$ cat src/rtl/php_pkg.sv
// Shared types, constants and codes for the packet header parser.
package php_pkg;

    localparam int MAX_MESSAGES = 256;
    localparam int MSG_CNT_W    = 9;
    localparam int REM_W        = 9;
    localparam int FBC_W        = 2;

    localparam int QUEUE_DEPTH  = 4;
    localparam int QPTR_W       = $clog2(QUEUE_DEPTH);
    localparam int QCNT_W       = $clog2(QUEUE_DEPTH + 1);

    // flag byte bits
    localparam int FLAG_INTERVAL_BIT     = 0;
    localparam int FLAG_SENT_BIT         = 1;
    localparam int FLAG_MISSED_BIT       = 2;
    localparam int FLAG_SESSION_BIT      = 3;
    localparam int FLAG_PEER_SESSION_BIT = 4;

    // last byte index within multi-byte header fields
    localparam logic [FBC_W-1:0] SEQ_LAST_BYTE  = 2'd1;
    localparam logic [FBC_W-1:0] WORD_LAST_BYTE = 2'd3;

    typedef enum logic [1:0] {
        KIND_HEADER  = 2'd0,
        KIND_MISSED  = 2'd1,
        KIND_MESSAGE = 2'd2,
        KIND_VERDICT = 2'd3
    } t_kind;

    typedef enum logic [1:0] {
        VERDICT_OK        = 2'd0,
        VERDICT_TRUNCATED = 2'd1,
        VERDICT_TOO_MANY  = 2'd2,
        VERDICT_RSVD      = 2'd3
    } t_verdict;

    typedef enum logic [11:0] {
        PH_FLAG        = 12'h001,
        PH_SEQOBS      = 12'h002,
        PH_SEQ         = 12'h004,
        PH_SESSOBS     = 12'h008,
        PH_SESS        = 12'h010,
        PH_INTERVAL    = 12'h020,
        PH_UNSENT      = 12'h040,
        PH_MISSED_LEN  = 12'h080,
        PH_MISSED_BODY = 12'h100,
        PH_MSG_LEN     = 12'h200,
        PH_MSG_BODY    = 12'h400,
        PH_DRAIN       = 12'h800
    } t_phase;

    typedef struct packed {
        t_kind       kind;
        logic [7:0]  seq_observed;
        logic [15:0] sequence_number;
        logic [31:0] peer_session;
        logic [31:0] session_id;
        logic [7:0]  interval;
        logic [7:0]  unsent_count;
        logic [7:0]  payload_byte;
        logic [7:0]  message_index;
        logic        end_of_sequence;
        t_verdict    verdict;
        logic        last_of_run;
    } t_result;

    // up to two results written into the output queue in one cycle
    typedef struct packed {
        logic    v0;
        logic    v1;
        t_result r0;
        t_result r1;
    } t_push;

endpackage

$ cat src/rtl/php_parser.sv
// Per-byte parse state and result generation for the packet header parser.
module php_parser (
    input  logic                i_clk,
    input  logic                i_rst_n,
    input  logic                i_accept,
    input  logic [7:0]          i_byte,
    input  logic                i_last,
    output php_pkg::t_push      o_push
);
    import php_pkg::*;

    t_phase               r_phase,     n_phase;
    logic [FBC_W-1:0]     r_fbc,       n_fbc;
    logic [REM_W-1:0]     r_rem,       n_rem;
    logic [MSG_CNT_W-1:0] r_msg_count, n_msg_count;
    logic [7:0]           r_flags,     n_flags;
    logic [7:0]           r_seq_obs,   n_seq_obs;
    logic [15:0]          r_seq,       n_seq;
    logic [31:0]          r_sess_obs,  n_sess_obs;
    logic [31:0]          r_sess,      n_sess;
    logic [7:0]           r_interval,  n_interval;
    logic [7:0]           r_unsent,    n_unsent;
    t_verdict             r_err,       n_err;

    logic                 hdr_done;
    logic                 prim_v;
    t_result              prim;
    t_result              verd;

    // next present header field after 'from', else the first body phase
    function automatic t_phase hdr_next(input t_phase from, input logic [7:0] f);
        t_phase p;
        p = f[FLAG_MISSED_BIT] ? PH_MISSED_LEN : PH_MSG_LEN;
        if (from == PH_SEQ || from == PH_SESSOBS || from == PH_SESS
            || from == PH_INTERVAL) begin
            if (f[FLAG_SENT_BIT]) p = PH_UNSENT;
        end
        if (from == PH_SEQ || from == PH_SESSOBS || from == PH_SESS) begin
            if (f[FLAG_INTERVAL_BIT]) p = PH_INTERVAL;
        end
        if (from == PH_SEQ || from == PH_SESSOBS) begin
            if (f[FLAG_SESSION_BIT]) p = PH_SESS;
        end
        if (from == PH_SEQ) begin
            if (f[FLAG_PEER_SESSION_BIT]) p = PH_SESSOBS;
        end
        return p;
    endfunction

    always_comb begin
        n_phase     = r_phase;
        n_fbc       = r_fbc;
        n_rem       = r_rem;
        n_msg_count = r_msg_count;
        n_flags     = r_flags;
        n_seq_obs   = r_seq_obs;
        n_seq       = r_seq;
        n_sess_obs  = r_sess_obs;
        n_sess      = r_sess;
        n_interval  = r_interval;
        n_unsent    = r_unsent;
        n_err       = r_err;
        hdr_done    = 1'b0;
        prim_v      = 1'b0;
        prim        = '0;
        verd        = '0;

        case (r_phase)
            PH_FLAG: begin
                n_flags = i_byte;
                n_phase = PH_SEQOBS;
            end
            PH_SEQOBS: begin
                n_seq_obs = i_byte;
                n_fbc     = '0;
                n_phase   = PH_SEQ;
            end
            PH_SEQ: begin
                n_seq = {r_seq[7:0], i_byte};
                if (r_fbc >= SEQ_LAST_BYTE) begin
                    n_fbc    = '0;
                    n_phase  = hdr_next(PH_SEQ, r_flags);
                    hdr_done = (n_phase == PH_MISSED_LEN) || (n_phase == PH_MSG_LEN);
                end else begin
                    n_fbc = r_fbc + 1'b1;
                end
            end
            PH_SESSOBS: begin
                n_sess_obs = {r_sess_obs[23:0], i_byte};
                if (r_fbc == WORD_LAST_BYTE) begin
                    n_fbc    = '0;
                    n_phase  = hdr_next(PH_SESSOBS, r_flags);
                    hdr_done = (n_phase == PH_MISSED_LEN) || (n_phase == PH_MSG_LEN);
                end else begin
                    n_fbc = r_fbc + 1'b1;
                end
            end
            PH_SESS: begin
                n_sess = {r_sess[23:0], i_byte};
                if (r_fbc == WORD_LAST_BYTE) begin
                    n_fbc    = '0;
                    n_phase  = hdr_next(PH_SESS, r_flags);
                    hdr_done = (n_phase == PH_MISSED_LEN) || (n_phase == PH_MSG_LEN);
                end else begin
                    n_fbc = r_fbc + 1'b1;
                end
            end
            PH_INTERVAL: begin
                n_interval = i_byte;
                n_fbc      = '0;
                n_phase    = hdr_next(PH_INTERVAL, r_flags);
                hdr_done   = (n_phase == PH_MISSED_LEN) || (n_phase == PH_MSG_LEN);
            end
            PH_UNSENT: begin
                n_unsent = i_byte;
                n_fbc    = '0;
                n_phase  = hdr_next(PH_UNSENT, r_flags);
                hdr_done = 1'b1;
            end
            PH_MISSED_LEN: begin
                n_rem   = {1'b0, i_byte} + 1'b1;
                n_phase = PH_MISSED_BODY;
            end
            PH_MISSED_BODY: begin
                n_rem  = r_rem - REM_W'(r_rem != '0);
                prim_v = 1'b1;
                prim.kind            = KIND_MISSED;
                prim.payload_byte    = i_byte;
                prim.end_of_sequence = (n_rem == '0);
                if (n_rem == '0) n_phase = PH_MSG_LEN;
            end
            PH_MSG_LEN: begin
                if (r_msg_count >= MSG_CNT_W'(MAX_MESSAGES)) begin
                    n_err   = VERDICT_TOO_MANY;
                    n_phase = PH_DRAIN;
                end else begin
                    n_rem   = {1'b0, i_byte} + 1'b1;
                    n_phase = PH_MSG_BODY;
                end
            end
            PH_MSG_BODY: begin
                n_rem  = r_rem - REM_W'(r_rem != '0);
                prim_v = 1'b1;
                prim.kind            = KIND_MESSAGE;
                prim.payload_byte    = i_byte;
                prim.message_index   = r_msg_count[7:0];
                prim.end_of_sequence = (n_rem == '0);
                if (n_rem == '0) begin
                    n_msg_count = r_msg_count + 1'b1;
                    n_phase     = PH_MSG_LEN;
                end
            end
            default: begin
                // drain: drop bytes until the last one
            end
        endcase

        if (hdr_done) begin
            prim_v = 1'b1;
            prim.kind            = KIND_HEADER;
            prim.seq_observed    = n_seq_obs;
            prim.sequence_number = n_seq;
            prim.peer_session    = n_sess_obs;
            prim.session_id      = n_sess;
            prim.interval        = n_interval;
            prim.unsent_count    = n_unsent;
        end

        verd.kind        = KIND_VERDICT;
        verd.last_of_run = 1'b1;
        if (n_err != VERDICT_OK) verd.verdict = n_err;
        else if (n_phase == PH_MSG_LEN) verd.verdict = VERDICT_OK;
        else verd.verdict = VERDICT_TRUNCATED;

        prim.last_of_run = !i_last;

        o_push = '0;
        if (i_accept) begin
            if (prim_v) begin
                o_push.v0 = 1'b1;
                o_push.r0 = prim;
                if (i_last) begin
                    o_push.v1 = 1'b1;
                    o_push.r1 = verd;
                end
            end else if (i_last) begin
                o_push.v0 = 1'b1;
                o_push.r0 = verd;
            end
        end

        // close the packet: back to reset values
        if (i_last) begin
            n_phase     = PH_FLAG;
            n_fbc       = '0;
            n_rem       = '0;
            n_msg_count = '0;
            n_flags     = '0;
            n_seq_obs   = '0;
            n_seq       = '0;
            n_sess_obs  = '0;
            n_sess      = '0;
            n_interval  = '0;
            n_unsent    = '0;
            n_err       = VERDICT_OK;
        end
    end

    always_ff @(posedge i_clk) begin
        if (!i_rst_n) begin
            r_phase     <= PH_FLAG;
            r_fbc       <= '0;
            r_rem       <= '0;
            r_msg_count <= '0;
            r_flags     <= '0;
            r_seq_obs   <= '0;
            r_seq       <= '0;
            r_sess_obs  <= '0;
            r_sess      <= '0;
            r_interval  <= '0;
            r_unsent    <= '0;
            r_err       <= VERDICT_OK;
        end else if (i_accept) begin
            r_phase     <= n_phase;
            r_fbc       <= n_fbc;
            r_rem       <= n_rem;
            r_msg_count <= n_msg_count;
            r_flags     <= n_flags;
            r_seq_obs   <= n_seq_obs;
            r_seq       <= n_seq;
            r_sess_obs  <= n_sess_obs;
            r_sess      <= n_sess;
            r_interval  <= n_interval;
            r_unsent    <= n_unsent;
            r_err       <= n_err;
        end
    end

    a_err_drains: assert property (@(posedge i_clk) disable iff (!i_rst_n)
        (r_err != VERDICT_OK) |-> (r_phase == PH_DRAIN))
        else $error("error code set outside drain phase");

    a_rem_in_body: assert property (@(posedge i_clk) disable iff (!i_rst_n)
        (r_phase != PH_MISSED_BODY && r_phase != PH_MSG_BODY) |-> (r_rem == '0))
        else $error("remaining byte count nonzero outside a body");

    a_msg_count_max: assert property (@(posedge i_clk) disable iff (!i_rst_n)
        r_msg_count <= MSG_CNT_W'(MAX_MESSAGES))
        else $error("message count beyond limit");

endmodule

$ cat src/rtl/php_out_queue.sv
// Small result queue: takes up to two results per cycle, sends one per cycle while popped.
module php_out_queue (
    input  logic               i_clk,
    input  logic               i_rst_n,
    input  php_pkg::t_push     i_push,
    input  logic               i_pop,
    output logic               o_valid,
    output php_pkg::t_result   o_result,
    output logic               o_room
);
    import php_pkg::*;

    t_result             r_mem [QUEUE_DEPTH];
    logic [QPTR_W-1:0]   r_wr_ptr, n_wr_ptr;
    logic [QPTR_W-1:0]   r_rd_ptr, n_rd_ptr;
    logic [QCNT_W-1:0]   r_count,  n_count;
    logic [QPTR_W-1:0]   wr_ptr1;
    logic                do_pop;

    assign o_valid  = (r_count != '0);
    assign o_result = r_mem[r_rd_ptr];
    // room for a full two-result burst
    assign o_room   = (r_count <= QCNT_W'(QUEUE_DEPTH - 2));
    assign do_pop   = i_pop && o_valid;
    assign wr_ptr1  = r_wr_ptr + 1'b1;

    always_comb begin
        n_wr_ptr = r_wr_ptr + QPTR_W'(i_push.v0) + QPTR_W'(i_push.v1);
        n_rd_ptr = r_rd_ptr + QPTR_W'(do_pop);
        n_count  = r_count + QCNT_W'(i_push.v0) + QCNT_W'(i_push.v1)
                   - QCNT_W'(do_pop);
    end

    always_ff @(posedge i_clk) begin
        if (i_push.v0) r_mem[r_wr_ptr] <= i_push.r0;
        if (i_push.v1) r_mem[wr_ptr1]  <= i_push.r1;
    end

    always_ff @(posedge i_clk) begin
        if (!i_rst_n) begin
            r_wr_ptr <= '0;
            r_rd_ptr <= '0;
            r_count  <= '0;
        end else begin
            r_wr_ptr <= n_wr_ptr;
            r_rd_ptr <= n_rd_ptr;
            r_count  <= n_count;
        end
    end

    a_count_max: assert property (@(posedge i_clk) disable iff (!i_rst_n)
        r_count <= QCNT_W'(QUEUE_DEPTH))
        else $error("result queue overflow");

    a_pair_order: assert property (@(posedge i_clk) disable iff (!i_rst_n)
        i_push.v1 |-> i_push.v0)
        else $error("second result pushed without first");

    a_pair_room: assert property (@(posedge i_clk) disable iff (!i_rst_n)
        i_push.v0 |-> (r_count <= QCNT_W'(QUEUE_DEPTH - 2)))
        else $error("push without room for a two-result burst");

endmodule

$ cat src/rtl/packet_header_parser.sv
// Top level of the packet header parser: byte stream in, result stream out.
// Each result word is registered in the result queue when its input byte is accepted.
// Throughput: one byte per cycle while the queue has room; a byte that yields two words
// (body or header plus verdict) has its extra word absorbed by a four-word result queue.
// Input is stalled only while the queue cannot take a two-word burst.
// Reset (i_rst_n low, synchronous) returns the parser to the flag byte and empties the queue.
module packet_header_parser (
    input  logic          i_clk,
    input  logic          i_rst_n,
    // slave side: packet bytes
    input  logic          s_axis_tvalid,
    output logic          s_axis_tready,
    input  logic [7:0]    s_axis_tdata,   // [7:0] packet_byte
    input  logic          s_axis_tlast,   // last_byte
    // master side: result words
    output logic          m_axis_tvalid,
    input  logic          m_axis_tready,
    // [7:0] seq_observed, [23:8] sequence_number, [55:24] peer_session,
    // [87:56] session_id, [95:88] interval, [103:96] unsent_count,
    // [111:104] payload_byte, [119:112] message_index, [120] end_of_sequence,
    // [122:121] verdict, [127:123] zero
    output logic [127:0]  m_axis_tdata,
    output logic [1:0]    m_axis_tuser,   // [1:0] kind
    output logic          m_axis_tlast    // last_of_run
);
    import php_pkg::*;

    logic    accept;
    logic    q_room;
    t_push   push;
    t_result res;

    // take a byte whenever the queue can hold the words it may produce
    assign s_axis_tready = q_room;
    assign accept        = s_axis_tvalid && q_room;

    php_parser u_parser (
        .i_clk    (i_clk),
        .i_rst_n  (i_rst_n),
        .i_accept (accept),
        .i_byte   (s_axis_tdata),
        .i_last   (s_axis_tlast),
        .o_push   (push)
    );

    php_out_queue u_queue (
        .i_clk    (i_clk),
        .i_rst_n  (i_rst_n),
        .i_push   (push),
        .i_pop    (m_axis_tready),
        .o_valid  (m_axis_tvalid),
        .o_result (res),
        .o_room   (q_room)
    );

    // pack the result word, first field in the lowest bits
    assign m_axis_tdata = {5'b0,
                           res.verdict,
                           res.end_of_sequence,
                           res.message_index,
                           res.payload_byte,
                           res.unsent_count,
                           res.interval,
                           res.session_id,
                           res.peer_session,
                           res.sequence_number,
                           res.seq_observed};
    assign m_axis_tuser = res.kind;
    assign m_axis_tlast = res.last_of_run;

endmodule

$ cat config.mk
export PLATFORM = sky130hd
export DESIGN_NAME = packet_header_parser
export DESIGN_NICKNAME = d
export VERILOG_FILES = /design/src/rtl/php_pkg.sv /design/src/rtl/php_parser.sv /design/src/rtl/php_out_queue.sv /design/src/rtl/packet_header_parser.sv
export SDC_FILE = /design/constraint.sdc
export NUM_CORES = 2
export LEC_CHECK = 0
export BUFFER_PORTS_ARGS = -buffer_cell sky130_fd_sc_hd__clkbuf_2
export CORE_MARGIN = 10
export CORE_UTILIZATION = 58
export DETAILED_ROUTE_END_ITERATION = 12
export PLACE_DENSITY = 0.76
export SLEW_MARGIN = 20
export SYNTH_ARGS = -nofsm -noshare
export SYNTH_HDL_FRONTEND = slang
export SYNTH_SLANG_ARGS = --single-unit
$ cat constraint.sdc
create_clock -name i_clk -period 5.5 [get_ports i_clk]
set_input_delay 0.825 -clock i_clk [delete_from_list [all_inputs] [get_ports i_clk]]
set_output_delay 0.825 -clock i_clk [all_outputs]
set_load 0.02 [all_outputs]
==> results summary <==
The flow ran to the end, and the final reports show no timing, DRC or antenna violations. The global routing usage summed across all routing layers is between 20% and 30%. The total power divided by cell area came out at 358.1 nW/um2. Setup slack on the worst reg-to-reg path comes out at 1320 ps. Multiplexer cells account for 14.94% of the synthesized area. The count of buffers inserted at the top-level ports is 140. The data arrival time at the worst-slack endpoint is 4690 ps. The worst pin sits at a relative slew slack of roughly a quarter.

After Yosys synthesis, XOR and XNOR cells account for 0.7321% of the synthesized area. Setup repair after global routing left no endpoint under its margin. A synthesized cell averages 9.769 um2. The initial utilization of the core area, before any placement, comes to about three fifths. Of the cells placed in the final design, the portion with a size suffix greater than 1 is 15.89%.

Of the total synthesized cell area, the portion taken by AND, OR, NAND and NOR gates is 14.45%. STA classifies the critical path endpoint as a flip-flop. The number of hold-slack violations in the final timing report is 0. Of all flip-flops after synthesis, the portion carrying an async set or reset was 0%. Buffers inserted during clock tree synthesis total between 60 and 70. The buffer type at the clock tree root is clkbuf_16. The chip width came out at 233.0 um. The share of the clock period used by the worst path came out at about three quarters. The via count of the first global-routing pass is ~21000.

The clock sink count came out at 654. The final estimated routing congestion in global placement is 0.9018. After detailed routing, the number of remaining DRC violations is 0. Counting instances, the worst hold path has a depth of 2. The total buffers and inverters traversed by the critical path is 6. The synthesized netlist devotes 14.96% of its cell area to compound gates. The type of element launching the critical path is a flip-flop. Combinational cells account for 10.4% of the total power. Of the total power, the share spent switching nets is 25.55%.

The reg-to-reg critical path endpoint is u_queue.r_mem[3][93]$_SDFFE_PP0P_. The maximum ir drop on the vdd rail is 249.3 uV. The number of max-cap violations came out at 0. The overall die area came out at 54300 um2.

The total number of vias came out at 20790. The kind of cell with the highest combined delay on the critical path is simple AND/OR/NAND/NOR gates. The path class of the tightest hold or removal check is flip-flop to flip-flop. Entering global routing, the biggest net connects 80 pins.

The critical path goes through nor4_4 -> buf_4 -> nand3_1 -> buf_4 -> a32o_2 -> nand2_1 -> inv_1 -> ha_1 -> nor2_1 -> buf_4 -> nand3_1 -> buf_4 -> or3_4 -> buf_4 -> o21ai_0. The number of synthesized flops with an enable pin is 20. TritonCTS built the clock tree. The worst hold path terminates at u_queue.r_mem[2][57]$_SDFFE_PP0P_. The clock network burns 43.4% of the power. The number of storage elements in the synthesis netlist came out at ~650. The number of antenna diodes came out at 0. The total setup violations reported at the end of the flow came out at 0. Of all nets on the critical path, the largest fanout is about 70. The post-detailed-routing wire length came out at slightly above 70 mm. The fraction of the core area covered by cells at the end of the flow is 66.32%. The power dissipated by switching net loads is between 2 and 3 mW. On the critical path, the stage with the largest delay is an instance of or3_4. The sequential share of power is 46.1%. The number of setup buffers added after CTS is 0.

Using the TritonRoute via totals, the vias-per-cell ratio works out to 6.163. The cts-stage hold buffer count is 0. The final HPWL from detailed placement came out at 44.26 mm. The total negative setup slack is 0 ps. The later pin in the worst-skew pair is clocked with a latency of roughly 600 ps. For the worst setup path, the data required time is approximately 6000 ps. In this run the number of cells on the critical path is 15. The area of the core region came out at 44510 um2. The slew of the pin with the lowest slew margin is 1117 ps. The max-slew violation count is 0.

By instance count, the cell type seen most on the critical path is buf_4. The post-synthesis adder-cell area fraction came out at 0.8462%. The sequential area share after synthesis came out at between 50% and 60%.

The first-pass iteration count of the detailed router came out at 5. Between clock sinks in the finished design, the worst skew comes to 18.25 ps. The source of the worst hold timing path is u_queue.r_mem[2][57]$_SDFFE_PP0P_. For this run, the leading register cell type out of synthesis is dfxtp_1. The number of antenna violations at the first check in global routing came out at 1. The number of placement rows came out at 77.

The largest buffer count on any clock path is 3. The maximum single-stage delay on the critical path came out at 710 ps. The number of DRC markers in iteration 0 came out at 1889. The synthesized netlist cell count is 2694.

The leakage power is 10.61 nW. The count of nets left with antenna violations once routing finished came out at 0. Measured along the y axis, the die boundary spans 233.0 um.

After the last flow step, the layout net total stands at between 2000 and 3000. The routed length per placed instance is 21.30 um. The global-route wire length before repair is approximately 110 mm. For the worst flop-to-flop path, the logic depth is 15. For this run, the number of Yosys warnings is 0. The count of instances resized after the clock tree is built came out at 0. In this run the critical register-to-register path is launched from u_parser.r_phase[9]$_SDFFE_PN0P_. The maximum clock rate came out at 0.2391 GHz.

The path type of the worst setup path is flip-flop to flip-flop. The time the worst path needs with I/O delays and setup came out at between 4000 and 5000 ps. The total congestion overflow after global routing is 0. Cell internal power was estimated by the tool at 7.869 mW.

The clock-pin slew reported for the worst setup and hold paths after clock tree synthesis came out at roughly 60 ps. The unique cell type count in the Yosys netlist came out at 68. The synthesis-to-layout area growth is 12.16%. between 100 and 150 I/O pins were placed.

After synthesis, the largest family of logic cells by area is compound AO/OA/AOI/OAI gates. The cell area after synthesis came out at 26320 um2. CTS built an H-tree with a depth of 3.
[area by class of cell]
class | instances | area [um2]
inverter | 25 | 93.84
tap | 592 | 740.7
multi-input combinational | 1808 | 12180
clock buffer | 88 | 1824
sequential | 654 | 13300
clock inverter | 32 | 381.6
fill | 3514 | 14990
timing repair buffer | 174 | 993.5
[worst reg2reg max path: stages (launching register included)]
cell and delay (ps):
dfxtp_1 420, nor4_4 490, buf_4 260, nand3_1 90, buf_4 240, a32o_2 300
nand2_1 110, inv_1 50, ha_1 170, nor2_1 110, buf_4 190, nand3_1 90
buf_4 230, or3_4 710, buf_4 430, o21ai_0 230
[power by group through the flow]
stage	registers [mW]	clock network [mW]	logic, mW
final	4.87	4.59	1.10
after global routing	4.88	4.80	1.19
after CTS	4.87	4.63	1.11
after detailed placement	4.98	0	1.11
after global placement	4.98	0	1.10
after floorplan	4.91	0	0.850
[layout by cell type (no fill, tap or decap), types with 6 or more instances in the layout]
master	n
inv_1	25
buf_4	31
clkbuf_1	13
o21ai_0	447
nor2b_1	136
bufinv_16	7
o21ai_1	67
clkbuf_8	9
and2_1	11
o211ai_1	6
clkbuf_2	139
ha_1	13
mux4_2	126
nor2_1	52
nand4_1	12
a21oi_1	21
xor2_1	11
dfxtp_1	632
inv_6	6
a22oi_1	120
mux2i_1	106
nor3_1	14
clkinv_2	14
nand2_1	534
edfxtp_1	20
clkbuf_16	66
nand3_1	16
xnor2_1	11
[through the flow]
| step | instance area (um2) | power [mW] | cells | worst slack, ps | hold WS, ps |
|---|---|---|---|---|---|
| after global placement | 27310 | 6.078 | 3253 | 1422 | 428.0 |
| after CTS | 29510 | 10.61 | 3373 | 1318 | 448.7 |
| after floorplan | 26330 | 5.764 | 2698 | 1681 | 419.8 |
| final | 29520 | 10.57 | 3373 | 1318 | 445.6 |
| after detailed placement | 27310 | 6.086 | 3253 | 1316 | 436.6 |
| after global routing | 29520 | 10.87 | 3373 | 959.6 | 462.8 |
[cell usage after synthesis (12+ instances only)]
library cell  count  area [um2]
nand4_1          12       75.07
mux4_2          126        2838
a22oi_1         120       900.9
nor2_1           53       198.9
o21ai_0         448        2242
a21oi_1          21       105.1
clkbuf_1        175       656.9
edfxtp_1         20       600.6
dfxtp_1         634       12690
ha_1             13       162.7
nor2b_1         136       850.8
nand3_1          19       95.09
o21ai_1          70       350.3
nor3_1           16       80.08
inv_1            25       93.84
mux2i_1         106        1061
buf_1            14       52.55
and2_1           14       87.58
nand2_1         535        2008
buf_2            15       75.07
[logic make-up (layout without fill, tap and decap cells)]
| logic type | after synthesis | in the layout |
|---|---|---|
| adders and majority gates | 16 | 16 |
| other | 1 | 5 |
| DFF | 654 | 654 |
| muxes | 235 | 235 |
| and+or+nand+nor | 831 | 831 |
| buffers and inverters | 236 | 319 |
| AOI/OAI and AO/OA | 699 | 699 |
| xor gates and xnor gates | 22 | 22 |
[registers in the layout, summed over array words and instances, names as in the netlist, 9 cells and up]
signal	cells
u_parser.r_msg_count	9
u_parser.r_seq	16
u_parser.r_rem	9
u_parser.r_sess	32
u_parser.r_phase	12
u_parser.r_sess_obs	32
u_queue.r_mem	504
[layer usage]
metal,GRT usage [%],wire length [um],vias up
met3,4.527,4466,146
met1,32.33,29550,10350
met5,0,0,-
li1,-,-,9557
met4,8.663,1897,0
met2,45.03,35920,740
[how the worst max path moves through the flow]
stage	start	to	slack (ps)
after detailed placement	u_parser.r_phase[9]$_SDFFE_PN0P_	u_queue.r_mem[0][23]$_SDFFE_PP0P_	1320
after CTS	u_parser.r_phase[9]$_SDFFE_PN0P_	u_queue.r_mem[0][23]$_SDFFE_PP0P_	1320
after floorplan	u_parser.r_phase[8]$_SDFFE_PN0P_	u_queue.r_count[2]$_SDFF_PN0_	1680
after global routing	u_parser.r_phase[9]$_SDFFE_PN0P_	u_queue.r_mem[0][36]$_SDFFE_PP0P_	960
final	u_parser.r_phase[9]$_SDFFE_PN0P_	u_queue.r_mem[3][93]$_SDFFE_PP0P_	1320
after global placement	u_parser.r_phase[9]$_SDFFE_PN0P_	u_queue.r_mem[0][47]$_SDFFE_PP0P_	1420
Power figures use the tool's default switching activity.
